## src/rtl/pds_pkg.sv

```systemverilog
// -----------------------------------------------------------------------------
// pds_pkg: shared types and constants for the playfair digram substitution
// Key square geometry, letter codes, register indexes and cell helpers.
// -----------------------------------------------------------------------------
package pds_pkg;

   localparam int SIDE    = 5;
   localparam int CELLS   = SIDE * SIDE;
   localparam int CODE_W  = 5;
   localparam int POS_W   = $clog2(SIDE);
   localparam int IDX_W   = $clog2(CELLS);
   localparam int PART_W  = 50;
   localparam int TAIL_W  = 25;
   localparam int CSR_W   = PART_W;
   localparam int CSR_IDX_W = 2;

   localparam logic [CODE_W-1:0] LETTER_I = CODE_W'(8);
   localparam logic [CODE_W-1:0] LETTER_J = CODE_W'(9);

   typedef enum logic [CSR_IDX_W-1:0] {
      CSR_SQUARE_A  = 2'd0,
      CSR_SQUARE_B  = 2'd1,
      CSR_SQUARE_C  = 2'd2,
      CSR_DIRECTION = 2'd3
   } csr_index_type;

   typedef logic [CELLS-1:0][CODE_W-1:0] square_type;

   typedef struct packed {
      logic             found;
      logic [POS_W-1:0] row;
      logic [POS_W-1:0] col;
   } pos_type;

   // row-major cell index
   function automatic logic [IDX_W-1:0] cell_index(input logic [POS_W-1:0] row,
                                                    input logic [POS_W-1:0] col);
      logic [IDX_W-1:0] idx;
      idx = IDX_W'(row) * IDX_W'(SIDE) + IDX_W'(col);
      return idx;
   endfunction

   // one step round the square side, forward or backward
   function automatic logic [POS_W-1:0] step_pos(input logic [POS_W-1:0] p,
                                                 input logic back);
      logic [POS_W-1:0] nxt;
      if (back) begin
         nxt = (p == '0) ? POS_W'(SIDE - 1) : p - POS_W'(1);
      end else begin
         nxt = (p == POS_W'(SIDE - 1)) ? '0 : p + POS_W'(1);
      end
      return nxt;
   endfunction

endpackage

```

## src/rtl/pds_locate.sv

```systemverilog
// -----------------------------------------------------------------------------
// pds_locate: letter position search
// Compares one letter against all cells and returns the row and column of
// the lowest matching cell, with J looked up as I.
// -----------------------------------------------------------------------------
module pds_locate (
   input  logic [pds_pkg::CODE_W-1:0] letter,
   input  pds_pkg::square_type        square,
   output pds_pkg::pos_type           pos
);

   logic [pds_pkg::CODE_W-1:0] key;

   assign key = (letter == pds_pkg::LETTER_J) ? pds_pkg::LETTER_I : letter;

   // lowest cell wins
   always_comb begin
      pos = '0;
      for (int r = pds_pkg::SIDE - 1; r >= 0; r--) begin
         for (int c = pds_pkg::SIDE - 1; c >= 0; c--) begin
            if (square[r * pds_pkg::SIDE + c] == key) begin
               pos.found = 1'b1;
               pos.row   = pds_pkg::POS_W'(r);
               pos.col   = pds_pkg::POS_W'(c);
            end
         end
      end
   end

endmodule

```

## src/rtl/pds_substitute.sv

```systemverilog
// -----------------------------------------------------------------------------
// pds_substitute: digram rule selection and cell read-out
// Applies the row, column or rectangle rule to two located letters and
// reads the substituted letters from the square.
// -----------------------------------------------------------------------------
module pds_substitute (
   input  logic [pds_pkg::CODE_W-1:0] first_raw,
   input  logic [pds_pkg::CODE_W-1:0] second_raw,
   input  pds_pkg::pos_type           pos1,
   input  pds_pkg::pos_type           pos2,
   input  logic                       back,
   input  pds_pkg::square_type        square,
   output logic [pds_pkg::CODE_W-1:0] first_out,
   output logic [pds_pkg::CODE_W-1:0] second_out,
   output logic                       not_found
);

   logic [pds_pkg::POS_W-1:0] or1, oc1, or2, oc2;

   always_comb begin
      priority if (pos1.row == pos2.row) begin
         or1 = pos1.row;
         or2 = pos2.row;
         oc1 = pds_pkg::step_pos(pos1.col, back);
         oc2 = pds_pkg::step_pos(pos2.col, back);
      end else if (pos1.col == pos2.col) begin
         or1 = pds_pkg::step_pos(pos1.row, back);
         or2 = pds_pkg::step_pos(pos2.row, back);
         oc1 = pos1.col;
         oc2 = pos2.col;
      end else begin
         or1 = pos1.row;
         or2 = pos2.row;
         oc1 = pos2.col;
         oc2 = pos1.col;
      end
   end

   assign not_found = !(pos1.found && pos2.found);

   // missing letter passes the raw codes through
   assign first_out  = not_found ? first_raw  : square[pds_pkg::cell_index(or1, oc1)];
   assign second_out = not_found ? second_raw : square[pds_pkg::cell_index(or2, oc2)];

endmodule

```

## src/rtl/playfair_digram_substitution.sv

```systemverilog
// -----------------------------------------------------------------------------
// playfair_digram_substitution: playfair letter pair substitution
// One letter pair per cycle unless rsp stalls, against a configured 5x5 key square.
// -----------------------------------------------------------------------------
//  channel | direction | contents
//  req_*   | in        | tdata: first_letter, second_letter
//  rsp_*   | out       | tdata: first_out, second_out; tuser: not_found
//  csr_*   | in        | square parts a, b, c and direction, write only
//
//  one pair per cycle unless rsp stalls; rsp_tvalid follows the result register
//  stages: input register, square search and rule logic, result register
//  a stalled rsp holds both registers; req_tready falls once both are full
//  synchronous reset empties the pipeline and clears the square and direction
// -----------------------------------------------------------------------------
module playfair_digram_substitution (
   input  logic                         clock,
   input  logic                         reset,
   input  logic                         req_tvalid,
   output logic                         req_tready,
   input  logic [15:0]                  req_tdata,   // first_letter, second_letter
   output logic                         rsp_tvalid,
   input  logic                         rsp_tready,
   output logic [15:0]                  rsp_tdata,   // first_out, second_out
   output logic [0:0]                   rsp_tuser,   // not_found
   input  logic                         csr_we,
   input  logic [pds_pkg::CSR_IDX_W-1:0] csr_index,
   input  logic [pds_pkg::CSR_W-1:0]    csr_wdata
);

   localparam int CW = pds_pkg::CODE_W;

   logic [pds_pkg::PART_W-1:0] square_a_ff;
   logic [pds_pkg::PART_W-1:0] square_b_ff;
   logic [pds_pkg::TAIL_W-1:0] square_c_ff;
   logic                       direction_ff;
   pds_pkg::square_type        square;

   logic          in_valid_ff;
   logic [CW-1:0] in_first_ff, in_second_ff;
   logic          out_valid_ff;
   logic [CW-1:0] out_first_ff, out_second_ff;
   logic          out_flag_ff;

   logic          out_load, in_load;
   pds_pkg::pos_type pos1, pos2;
   logic [CW-1:0] first_in, second_in;
   logic          flag_in;

   always_ff @(posedge clock) begin
      if (reset) begin
         square_a_ff  <= '0;
         square_b_ff  <= '0;
         square_c_ff  <= '0;
         direction_ff <= 1'b0;
      end else if (csr_we) begin
         unique case (pds_pkg::csr_index_type'(csr_index))
            pds_pkg::CSR_SQUARE_A:  square_a_ff  <= csr_wdata;
            pds_pkg::CSR_SQUARE_B:  square_b_ff  <= csr_wdata;
            pds_pkg::CSR_SQUARE_C:  square_c_ff  <= csr_wdata[pds_pkg::TAIL_W-1:0];
            pds_pkg::CSR_DIRECTION: direction_ff <= csr_wdata[0];
            default: ;
         endcase
      end
   end

   assign square = {square_c_ff, square_b_ff, square_a_ff};

   assign out_load   = in_valid_ff && (!out_valid_ff || rsp_tready);
   assign in_load    = req_tvalid && req_tready;
   assign req_tready = !in_valid_ff || out_load;

   always_ff @(posedge clock) begin
      if (reset) begin
         in_valid_ff  <= 1'b0;
         out_valid_ff <= 1'b0;
      end else begin
         if (in_load) begin
            in_valid_ff <= 1'b1;
         end else if (out_load) begin
            in_valid_ff <= 1'b0;
         end
         if (out_load) begin
            out_valid_ff <= 1'b1;
         end else if (rsp_tready) begin
            out_valid_ff <= 1'b0;
         end
      end
   end

   always_ff @(posedge clock) begin
      if (in_load) begin
         in_first_ff  <= req_tdata[CW-1:0];
         in_second_ff <= req_tdata[2*CW-1:CW];
      end
      if (out_load) begin
         out_first_ff  <= first_in;
         out_second_ff <= second_in;
         out_flag_ff   <= flag_in;
      end
   end

   pds_locate u_locate_first (
      .letter (in_first_ff),
      .square (square),
      .pos    (pos1)
   );

   pds_locate u_locate_second (
      .letter (in_second_ff),
      .square (square),
      .pos    (pos2)
   );

   pds_substitute u_substitute (
      .first_raw  (in_first_ff),
      .second_raw (in_second_ff),
      .pos1       (pos1),
      .pos2       (pos2),
      .back       (direction_ff),
      .square     (square),
      .first_out  (first_in),
      .second_out (second_in),
      .not_found  (flag_in)
   );

   assign rsp_tvalid   = out_valid_ff;
   assign rsp_tdata    = {6'd0, out_second_ff, out_first_ff};
   assign rsp_tuser[0] = out_flag_ff;

   a_in_hold: assert property (@(posedge clock) disable iff (reset)
      in_valid_ff && !out_load |=> in_valid_ff && $stable(in_first_ff)
                                   && $stable(in_second_ff))
      else $error("input stage lost a pair while stalled");

   a_out_fill: assert property (@(posedge clock) disable iff (reset)
      out_load |=> rsp_tvalid)
      else $error("result register not valid after load");

   a_pass_through: assert property (@(posedge clock) disable iff (reset)
      out_load && !(pos1.found && pos2.found) |=>
         rsp_tuser[0] && (rsp_tdata[CW-1:0] == $past(in_first_ff)))
      else $error("missing letter not passed through");

endmodule
```

## config.mk

```make
export PLATFORM = sky130hd
export DESIGN_NAME = playfair_digram_substitution
export DESIGN_NICKNAME = d
export VERILOG_FILES = /design/src/rtl/pds_pkg.sv /design/src/rtl/pds_locate.sv /design/src/rtl/pds_substitute.sv /design/src/rtl/playfair_digram_substitution.sv
export SDC_FILE = /design/constraint.sdc
export NUM_CORES = 1
export LEC_CHECK = 0
export ABC_AREA = 1
export CAP_MARGIN = 20
export CORE_ASPECT_RATIO = 0.6
export CORE_UTILIZATION = 45
export CTS_CLUSTER_DIAMETER = 50
export DETAILED_ROUTE_END_ITERATION = 8
export DONT_BUFFER_PORTS = 1
export PLACE_DENSITY = 0.61
export SLEW_MARGIN = 20
export SYNTH_ARGS = -nofsm -noshare
export SYNTH_HDL_FRONTEND = slang
export SYNTH_SLANG_ARGS = --single-unit
```

## constraint.sdc

```tcl
create_clock -name clock -period 4.8 [get_ports clock]
set_input_delay 0.48 -clock clock [delete_from_list [all_inputs] [get_ports clock]]
set_output_delay 0.48 -clock clock [all_outputs]
set_load 0.02 [all_outputs]
```

==> results of run 1 <==
## power by group
| part | switching [mW] | internal, mW |
|---|---|---|
| Sequential | 0.126 | 1.38 |
| Clock | 0.643 | 0.826 |
| Combinational | 6.86 | 4.63 |
## kinds of logic (layout without fill, tap and decap cells)
family | count (synthesis) | after routing | share of synthesized area [%]
AO/OA/AOI/OAI | 381 | 381 | 18.4
XOR/XNOR | 169 | 169 | 11.8
flip-flops | 149 | 149 | 25.3
adder cells (fa/ha/maj) | 28 | 28 | 2.89
buffers and inverters | 308 | 733 | 10.7
other | 1 | 7 | 0.0297
AND/OR/NAND/NOR | 888 | 888 | 30.9
## worst max-delay path: cells and delay by family (launching register included)
kind | cells | cell delay (ps)
simple gates | 28 | 2540
fa+ha+maj | 1 | 370
compound gates | 5 | 1210
buf+inv | 6 | 880
flops | 1 | 510
## cell usage in the layout (no fill, tap or decap), types with 8 or more instances in the layout
cell type  instances
nand3b_1           8
o22ai_1           28
nand4_1           18
a21oi_1           97
xor2_1           117
buf_6             42
nand2_4           11
buf_4            439
a211oi_1          97
o211ai_1          21
nor3_1             9
inv_2             19
nor2_2            26
buf_12            29
nand2_2           46
clkbuf_16         17
nor2_1           208
o21ai_0           49
o21ai_2           22
xnor2_1           45
nand3_1          172
nor2_4            13
nand2_1          323
nand3_2           21
o21ai_1           35
dfxtp_1          128
nor4_2            15
inv_1            150
edfxtp_1          21
ha_1              16
## metrics by stage
step | TNS [ps] | instances
global placement | -8630 | 2598
floorplan | 0 | 1929
CTS | -5740 | 2709
detailed placement | -9190 | 2598
finish | -9070 | 2722
global route | -10620 | 2721
## worst paths after layout
kind,start,end
max,in_first_ff[1],out_first_ff[1]
min,reset,square_c_ff[7]
max reg2reg,in_first_ff[1],out_first_ff[1]
min reg2reg,in_valid_ff,rsp_tvalid
## area by class of cell
| cell class | instances | area share, % |
|---|---|---|
| Clock inverter | 13 | 0.932 |
| Sequential cell | 149 | 17.4 |
| Inverter | 182 | 3.92 |
| Clock buffer | 19 | 2.35 |
| Timing Repair Buffer | 518 | 24.5 |
| Multi-Input combinational cell | 1472 | 48.4 |
| Antenna cell | 1 | 0.0136 |
| Tap cell | 367 | 2.50 |
| Timing Repair inverter | 1 | 0.0408 |
## sequential cells by signal, indices dropped and copies added (netlist names)
name,cells
square_a_ff,50
square_b_ff,50
square_c_ff,25
in_first_ff,5
in_second_ff,5
out_first_ff,5
out_second_ff,5
direction_ff,1
in_valid_ff,1
rsp_tuser,1
rsp_tvalid,1
## per-layer routing
metal	routed length, um	part of all wire [%]
met5	0	0
met4	2160	3.2
met3	10100	15
met2	26500	39
met1	28600	42
## what timing repair did
item | CTS | global route
endpoints found under the setup margin | 10 | 10
pin swaps | 54 | 57
setup buffers | 78 | 13
cloned | 4 | 0
gates resized for setup | 202 | 95
==> impl_results.md, run 1 <==
- Commonest cells in the netlist: nand2_1 (367), nor2_1 (235), nand3_1 (193), inv_1 (162), dfxtp_1 (128)
- Power consumption: 14.5 mW
- Placed Instance Area: 15900 um^2
- Worst-skew pair later-pin latency: 470 ps
- # DRC: 0
- Post-route worst hold slack: 95.0 ps
- Fraction of synthesis flops using an asynchronous set or reset pin: 0%
- Number of global-route vias before repair: 15000
- Final slew viol count: 0
- Placement Rows: 47
- Dpl ws: -1010 ps
- Worst voltage drop across the vdd grid: 0.719 mV
- Number of cells traversed by the worst hold path: 1
- CTS Buf Count: 17
- Setup slack of the critical path after layout: -1000 ps
- Ys flop type: dfxtp_1
- Max Freq: 172 MHz
- Total track usage: 46.1%
- Met1 demand-to-capacity share in global routing: 66.4%
- Class of the worst hold path: in2reg
- Number of distinct library cell variants in the gate-level netlist after synthesis: 50
- Critical path type: reg2reg
- Register-to-Register Path Depth: 40
- Wire length of the first global-routing pass: 96.8 mm
- Critical Path Most Common Cell: nand2_1
- Final setup viols: 10
- Vias: 16200
- Post-synthesis sequential element count: 149
- Core outline area: 27600 um^2
- Failing checks: negative setup slack
- Synth top area cells: dfxtp_1 (20%), nand2_1 (11%), xor2_1 (8.4%)
- Number of buffers inserted for hold repair after clock tree synthesis: 0
- Most common cell in the synthesized netlist: nand2_1
- Final hold violation count: 0
- Global routing usage on met2: 63.5%
- Crit. End Element: register
- Number of maximum-capacitance violations: 0
- Post-Syn Area: 12600 um^2
- First-pass detailed-route iteration total: 7
- Sum of net half-perimeters after detailed placement: 51.0 mm
- Final-layout fill cell count: 2388
- Total area of multi-input combinational cells: 8900 um^2
- CP Data Arrival Time: 6000 ps
- Worst max-slew margin expressed relative to the limit: 43.2%
- Data required time of the critical path: 5000 ps
- Final period util: 121%
- Synth warnings: 0
- Number of port buffers: 0
- Max FO, Critical Path: 21
- Result of the run: complete, but fails checks
- Share of the yosys chip area belonging to registers: 25.3%
- H-tree depth: 4
- Number of enable flip-flop cells after synthesis: 21
- Chip height: 132 um
- Clock input transition at the sequential cells of the worst setup and hold paths: 70 ps
- Root cell of the clock tree: clkbuf_16
- Effective utilization at floorplan: 45.8%
- Die area: 28700 um^2
- Top-level I/O count: 92
- Finished layout cell area: 18400 um^2
- Bufs on Longest Clock Path: 2
- Final estimated routing congestion in global placement: 1.11
- Setup repair after global routing missed its margin: true
- Routed length per instance: 24.8 um
- Detailed Route WL: 67.4 mm
- Avg Vias per Cell: 5.96
- Total clock sinks: 149
- Worst setup skew after layout: 23.9 ps
- Final Util: 66.7%
- Share of layout cells above drive strength 1: 33.0%
- Total area of sequential cells: 3190 um^2
- Power density relative to cell area: 787 nW/um^2
- Layer with the highest usage: met1
- Number of antenna violations at the first check in global routing: 1
- Slew of the pin with the lowest slew margin: 844 ps
- Share of the synthesized area in the top cell type: 20.3%
- Relative area change from synthesis to final layout: 45.8%
- Clock tree from TritonCTS: done
- Net count, final: 2442
- Setup slack, reg-to-reg: -1000 ps
- Largest stage delay on the critical path: 670 ps
- Cell taking the most area after synthesis: dfxtp_1
- Number of DRC violations after detailed-routing iteration 0: 2608
- Post-Synthesis Mean Instance Area: 6.56 um^2
- Critical path's slowest cell: o21ai_0
- Leakage component of the power: 8.49 nW
- Crit start category: register
- ANT nets after route: 0
- Final Critical Period: 5800 ps
- Global Route met3 Usage: 16.1%
- Pin count of the biggest net entering global routing: 129
- Horizontal die dimension: 218 um
- Gate count after technology mapping: 1924
- Overall overflow remaining after global route: 0
Power figures use the tool's default switching activity.
==> run 2, diff against run 1 <==
Settings changed: CORE_MARGIN set to 3, PLACE_DENSITY 0.61 to 0.59.
Clock period 4.8 ns to 6.5 ns, I/O delays scaled along.
==> impl_results.md, run 2 (synthesis results as in run 1) <==
- Result of the run: completed (was complete, but fails checks)
- Sequential power share: 12.8% (was 10.4%)
- Final period util: 96.2% (was 121%)
- Most common library cell in the layout ignoring fill and taps: nand2_1 (was buf_4)
- Total buffers and inverters traversed by the critical path: 3 (was 6)
- Crit. End Element: register (unchanged)
- Bufs on Longest Clock Path: 2 (unchanged)
- Detailed Route WL: 58.6 mm (was 67.4 mm)
- Vias: 13900 (was 16200)
- Data required time of the critical path: 6630 ps (was 5000 ps)
- Setup repair after global routing missed its margin: false (was true)
- Setup tns final: 0 ps (was -9070 ps)
- Final estimated routing congestion in global placement: 1.02 (was 1.11)
- N_diodes: 0 (was 1)
- Setup crit start: in_first_ff[4] (was in_first_ff[1])
- Power consumption: 8.71 mW (was 14.5 mW)
- Total clock sinks: 149 (unchanged)
- Avg Vias per Cell: 6.11 (was 5.96)
- Switching share of total power: 57.7% (was 52.7%)
- Core outline area: 27000 um^2 (was 27600 um^2)
- Top-level I/O count: 92 (unchanged)
- Critical path type: reg2reg (unchanged)
- Clock input transition at the sequential cells of the worst setup and hold paths: 70 ps (about the same)
- Routed length per instance: 25.7 um (was 24.8 um)
- Final-layout fill cell count: 2731 (was 2388)
- Worst setup skew after layout: 13.7 ps (was 23.9 ps)
- Worst max-slew margin expressed relative to the limit: 35.4% (was 43.2%)
- Worst-skew pair later-pin latency: 460 ps (was 470 ps)
- Final Util: 51.7% (was 66.7%)
- Final hold violation count: 0 (unchanged)
- Class of the worst hold path: in2reg (unchanged)
- Clk network pwr share: 12.6% (was 10.2%)
- Number of maximum-capacitance violations: 0 (unchanged)
- Most used cells in the layout excluding fill and tap cells: nand2_1 (365), nor2_1 (234), nand3_1 (191) (was buf_4 (439), nand2_1 (323), nor2_1 (208))
- Horizontal die dimension: 222 um (was 218 um)
- Chip height: 136 um (was 132 um)
- Clock tree from TritonCTS: done (unchanged)
- Root cell of the clock tree: clkbuf_16 (unchanged)
- Wire length of the first global-routing pass: 84.2 mm (was 96.8 mm)
- Number of global-route vias before repair: 12300 (was 15000)
- Critical path's slowest cell: edfxtp_1 (was o21ai_0)
- Pin count of the biggest net entering global routing: 129 (unchanged)
- Power density relative to cell area: 625 nW/um^2 (was 787 nW/um^2)
- Proportion of power drawn by combinational gates: 74.6% (was 79.4%)
- Placement Rows: 46 (was 47)
- Family with the most delay on the worst path: simple AND/OR/NAND/NOR gates (unchanged)
- Sum of net half-perimeters after detailed placement: 43.5 mm (was 51.0 mm)
- Overall overflow remaining after global route: 0 (unchanged)
- # DRC: 0 (unchanged)
- Regs by FF count: square_a_ff: 50 flops, square_b_ff: 50 flops, square_c_ff: 25 flops (unchanged)
- CTS Buf Count: 17 (unchanged)
- Internal Pwr Total: 3.69 mW (was 6.84 mW)
- Max FO, Critical Path: 12 (was 21)
- Final slew viol count: 0 (unchanged)
- Final Critical Period: 6250 ps (was 5800 ps)
- Effective utilization at floorplan: 46.8% (was 45.8%)
- Number of DRC violations after detailed-routing iteration 0: 2099 (was 2608)
- Slew of the pin with the lowest slew margin: 969 ps (was 844 ps)
- Total track usage: 38.0% (was 46.1%)
- Largest stage delay on the critical path: 470 ps (was 670 ps)
- Worst voltage drop across the vdd grid: 0.756 mV (was 0.719 mV)
- Share of layout cells above drive strength 1: 9.80% (was 33.0%)
- Relative area change from synthesis to final layout: 10.5% (was 45.8%)
- Switching component of the power: 5.03 mW (was 7.63 mW)
- H-tree depth: 4 (unchanged)
- ANT nets after route: 0 (unchanged)
- Number of buffers inserted for hold repair after clock tree synthesis: 0 (unchanged)
- Number of port buffers: 0 (unchanged)
- First-pass detailed-route iteration total: 6 (was 7)
- Max Freq: 160 MHz (was 172 MHz)
- Leakage component of the power: 6.11 nW (was 8.49 nW)
- Critical Path Most Common Cell: nand2_1 (unchanged)
- CP Data Arrival Time: 6380 ps (was 6000 ps)
- Crit start category: register (unchanged)
- Net count, final: 2006 (was 2442)
- Launch point of the worst reg-to-reg path: in_first_ff[4] (was in_first_ff[1])
- Final setup viols: 0 (was 10)
- Number of antenna violations at the first check in global routing: 0 (was 1)
- Hold Startpoint: reset (unchanged)
- Die area: 30200 um^2 (was 28700 um^2)
run 2: changes by cell type in the layout (fill, tap and decap cells not counted), sizes merged:
cell / before / now
clkinvlp: 4 / 5
clkbuf: 19 / 17
diode: 1 / 0
bufinv: 3 / 4
clkinv: 7 / 11
bufbuf: 1 / 0
buf: 517 / 83
inv: 182 / 177
run 2: layer usage:
layer,part of all wire [%],wire [um],vias to the layer above,GRT usage [%]
met4,2.4,1380,0,10.1
met5,0,0,-,0
met3,14,8060,98,12.2
li1,-,-,6369,-
met1,46,26800,6545,57.3
met2,38,22400,902,50.9
run 2: final cells by class:
type / instances / area [um^2] / area share (%)
well taps: 360 / 450 / 3.23
repair buffers: 83 / 774 / 5.55
multi-input cells: 1472 / 8180 / 58.7
flip-flops and latches: 149 / 3190 / 22.9
clock buffers: 17 / 425 / 3.05
inverters: 182 / 721 / 5.17
clock inverters: 15 / 200 / 1.44
run 2: final timing paths:
| check | endpoint | slack [ps] | depth (start not counted) |
|---|---|---|---|
| worst min-delay path | square_a_ff[49] | 270 | 1 |
| worst max register to register | out_first_ff[1] | 250 | 40 |
| worst min register to register | rsp_tvalid | 480 | 2 |
| worst max-delay path | out_first_ff[1] | 250 | 40 |
run 2: repair_timing:
action / 4_1_cts / 5_1_grt
gates resized for setup: 0 / 37
endpoints found under the setup margin: 0 / 10
buffers inserted: 0 / 8
run 2: power groups by stage:
stage | logic [mW] | registers, mW | clock network [mW]
finish | 6.50 | 1.11 | 1.10
global placement | 6.12 | 1.13 | 0
CTS | 6.15 | 1.11 | 1.10
floorplan | 3.64 | 1.11 | 0
detailed placement | 6.12 | 1.13 | 0
global route | 6.82 | 1.12 | 1.14
run 2: through the flow:
stage          hold WS (ps)  worst slack [ps]  instances  area [um^2]
6_report                267               249       2278        13900
5_1_grt                 244              14.5       2278        13900
4_1_cts                 244               241       2270        13700
3_5_place_dp            466               287       2238        13100
3_3_place_gp            455               295       2238        13100
2_1_floorplan           451              1550       1929        12600
==> run 3, diff against run 2 <==
Settings changed: CORE_ASPECT_RATIO 0.6 to unset.
==> impl_results.md, run 3 (synthesis results as in run 1) <==
- Worst-skew pair later-pin latency: 460 ps (about the same)
- Relative area change from synthesis to final layout: 9.55% (was 10.5%)
- Power consumption: 8.70 mW (was 8.71 mW)
- Share of layout cells above drive strength 1: 8.88% (was 9.80%)
- Critical path type: reg2reg (unchanged)
- Wire length of the first global-routing pass: 83.0 mm (was 84.2 mm)
- Overall overflow remaining after global route: 0 (unchanged)
- Switching component of the power: 5.24 mW (was 5.03 mW)
- Most common library cell in the layout ignoring fill and taps: nand2_1 (unchanged)
- Register-to-Register Path Depth: 33 (was 40)
- Total track usage: 36.6% (was 38.0%)
- Critical path's slowest cell: nor4_1 (was edfxtp_1)
- Setup crit start: in_second_ff[2] (was in_first_ff[4])
- Max FO, Critical Path: 19 (was 12)
- First-pass detailed-route iteration total: 6 (unchanged)
- Avg Vias per Cell: 6.01 (was 6.11)
- Detailed Route WL: 56.6 mm (was 58.6 mm)
- Met1 demand-to-capacity share in global routing: 49.5% (was 57.3%)
- Net count, final: 1992 (was 2006)
- Routed length per instance: 24.9 um (was 25.7 um)
- Proportion of power drawn by combinational gates: 75.1% (was 74.6%)
- Worst reg2reg endpoint: out_second_ff[3] (was out_first_ff[1])
- Leakage component of the power: 6.06 nW (was 6.11 nW)
- Setup tns final: 0 ps (unchanged)
- Worst setup skew after layout: 17.5 ps (was 13.7 ps)
- # DRC: 0 (unchanged)
- ANT nets after route: 0 (unchanged)
- Horizontal die dimension: 173 um (was 222 um)
- Clock input transition at the sequential cells of the worst setup and hold paths: 80 ps (was 70 ps)
- Die area: 30100 um^2 (was 30200 um^2)
- Vias: 13700 (was 13900)
- Class of the worst hold path: in2reg (unchanged)
- Worst max-slew margin expressed relative to the limit: 23.8% (was 35.4%)
- Launch point of the worst reg-to-reg path: in_second_ff[2] (was in_first_ff[4])
- Final hold violation count: 0 (unchanged)
- Global routing usage on met2: 56.0% (was 50.9%)
- Power density relative to cell area: 629 nW/um^2 (was 625 nW/um^2)
- Total clock sinks: 149 (unchanged)
- Setup slack, reg-to-reg: 340 ps (was 250 ps)
- Setup repair after global routing missed its margin: false (unchanged)
- Chip height: 173 um (was 136 um)
- Global Route met3 Usage: 7.51% (was 12.2%)
- Internal Pwr Total: 3.46 mW (was 3.69 mW)
- Regs by FF count: square_a_ff: 50 flops, square_b_ff: 50 flops, square_c_ff: 25 flops (unchanged)
- Final setup viols: 0 (unchanged)
- Effective utilization at floorplan: 46.3% (was 46.8%)
- Max Freq: 162 MHz (was 160 MHz)
- Final period util: 94.7% (was 96.2%)
- Final estimated routing congestion in global placement: 1.02 (about the same)
- Clock tree from TritonCTS: done (unchanged)
- Number of global-route vias before repair: 12700 (was 12300)
- Placement Rows: 60 (was 46)
- Slew of the pin with the lowest slew margin: 1140 ps (was 969 ps)
- Crit. End Element: register (unchanged)
- Most used cells in the layout excluding fill and tap cells: nand2_1 (365), nor2_1 (231), nand3_1 (192) (was nand2_1 (365), nor2_1 (234), nand3_1 (191))
- Largest stage delay on the critical path: 570 ps (was 470 ps)
- Number of port buffers: 0 (unchanged)
- Number of buffers inserted for hold repair after clock tree synthesis: 0 (unchanged)
- Sum of net half-perimeters after detailed placement: 41.6 mm (was 43.5 mm)
- Core outline area: 27300 um^2 (was 27000 um^2)
- CP Data Arrival Time: 6380 ps (about the same)
- Critical Path Most Common Cell: inv_1 (was nand2_1)
- Top-level I/O count: 92 (unchanged)
- Pin count of the biggest net entering global routing: 129 (unchanged)
- Final-layout fill cell count: 2872 (was 2731)
- Layer with the highest usage: met2 (was met1)
- Bufs on Longest Clock Path: 2 (unchanged)
- Number of DRC violations after detailed-routing iteration 0: 1683 (was 2099)
- H-tree depth: 4 (unchanged)
- Sequential power share: 12.8% (about the same)
- Data required time of the critical path: 6720 ps (was 6630 ps)
- Root cell of the clock tree: clkbuf_16 (unchanged)
- Result of the run: completed (unchanged)
- Worst voltage drop across the vdd grid: 0.503 mV (was 0.756 mV)
- Crit start category: register (unchanged)
- Switching share of total power: 60.2% (was 57.7%)
- Clk network pwr share: 12.1% (was 12.6%)
- Final Critical Period: 6160 ps (was 6250 ps)
- Final slew viol count: 0 (unchanged)
- Number of antenna violations at the first check in global routing: 1 (was 0)
- CTS Buf Count: 17 (unchanged)
- Number of maximum-capacitance violations: 0 (unchanged)
- N_diodes: 0 (unchanged)
- Endpoint of the most critical setup path: out_second_ff[3] (was out_first_ff[1])
run 3: changes by cell type in the layout (fill, tap and decap cells not counted), sizes merged:
cell / before / now
buf: 83 / 68
inv: 177 / 185
bufinv: 4 / 1
clkinv: 11 / 8
clkinvlp: 5 / 2
clkbuf: 17 / 19
run 3: how the worst min path moves through the flow:
stage | start | endpoint | cells after the start
5_1_grt | reset | square_a_ff[31] | 1
3_5_place_dp | in_valid_ff | rsp_tvalid | 2
4_1_cts | reset | square_a_ff[31] | 1
6_report | reset | square_a_ff[32] | 1
2_1_floorplan | in_valid_ff | rsp_tvalid | 2
3_3_place_gp | in_valid_ff | rsp_tvalid | 2
run 3: metal layers:
metal | routed length, um | vias to the layer above
li1 | - | 6350
met1 | 23800 | 6454
met2 | 24500 | 735
met3 | 5450 | 142
met4 | 2910 | 2
met5 | 11 | -
run 3: area by class of cell:
class                      instances  area (um^2)  share of cell area [%]
clock buffer                      18          429                    3.10
clock inverter                    14          156                    1.13
multi-input combinational       1472         8150                    59.0
timing repair buffer              69          731                    5.28
inverter                         182          701                    5.07
sequential                       149         3190                    23.1
tap                              372          465                    3.37
run 3: critical path: cells and delay by family (launching register included):
family	cells	cell delay (ps)
AO/OA/AOI/OAI	4	650
AND/OR/NAND/NOR	15	2180
flip-flops	1	430
adder cells (fa/ha/maj)	3	1050
buffers and inverters	11	1560
run 3: what timing repair did:
item | 4_1_cts | 5_1_grt
endpoints found under the setup margin | 0 | 10
buffers inserted | 0 | 2
endpoints found under the hold margin | 0 | 0
gates resized for setup | 0 | 18
run 3: power by group through the flow:
| stage | Sequential (mW) | Combinational, mW | Clock, mW |
|---|---|---|---|
| finish | 1.11 | 6.54 | 1.05 |
| global route | 1.12 | 6.88 | 1.10 |
| CTS | 1.11 | 6.26 | 1.06 |
| detailed placement | 1.13 | 6.24 | 0 |
| global placement | 1.13 | 6.22 | 0 |
| floorplan | 1.11 | 3.64 | 0 |
run 3: metrics by stage:
| step | area, um^2 | utilization [%] | cells | hold slack (ps) | setup WS (ps) |
|---|---|---|---|---|---|
| after floorplan | 12600 | - | 1929 | 451 | 1550 |
| after global placement | 13100 | 48.2 | 2241 | 453 | 402 |
| after detailed placement | 13100 | 48.2 | 2241 | 465 | 400 |
| after CTS | 13700 | 50.4 | 2273 | 264 | 368 |
| after global routing | 13800 | 50.7 | 2276 | 268 | 1.76 |
| final | 13800 | 50.7 | 2276 | 273 | 344 |
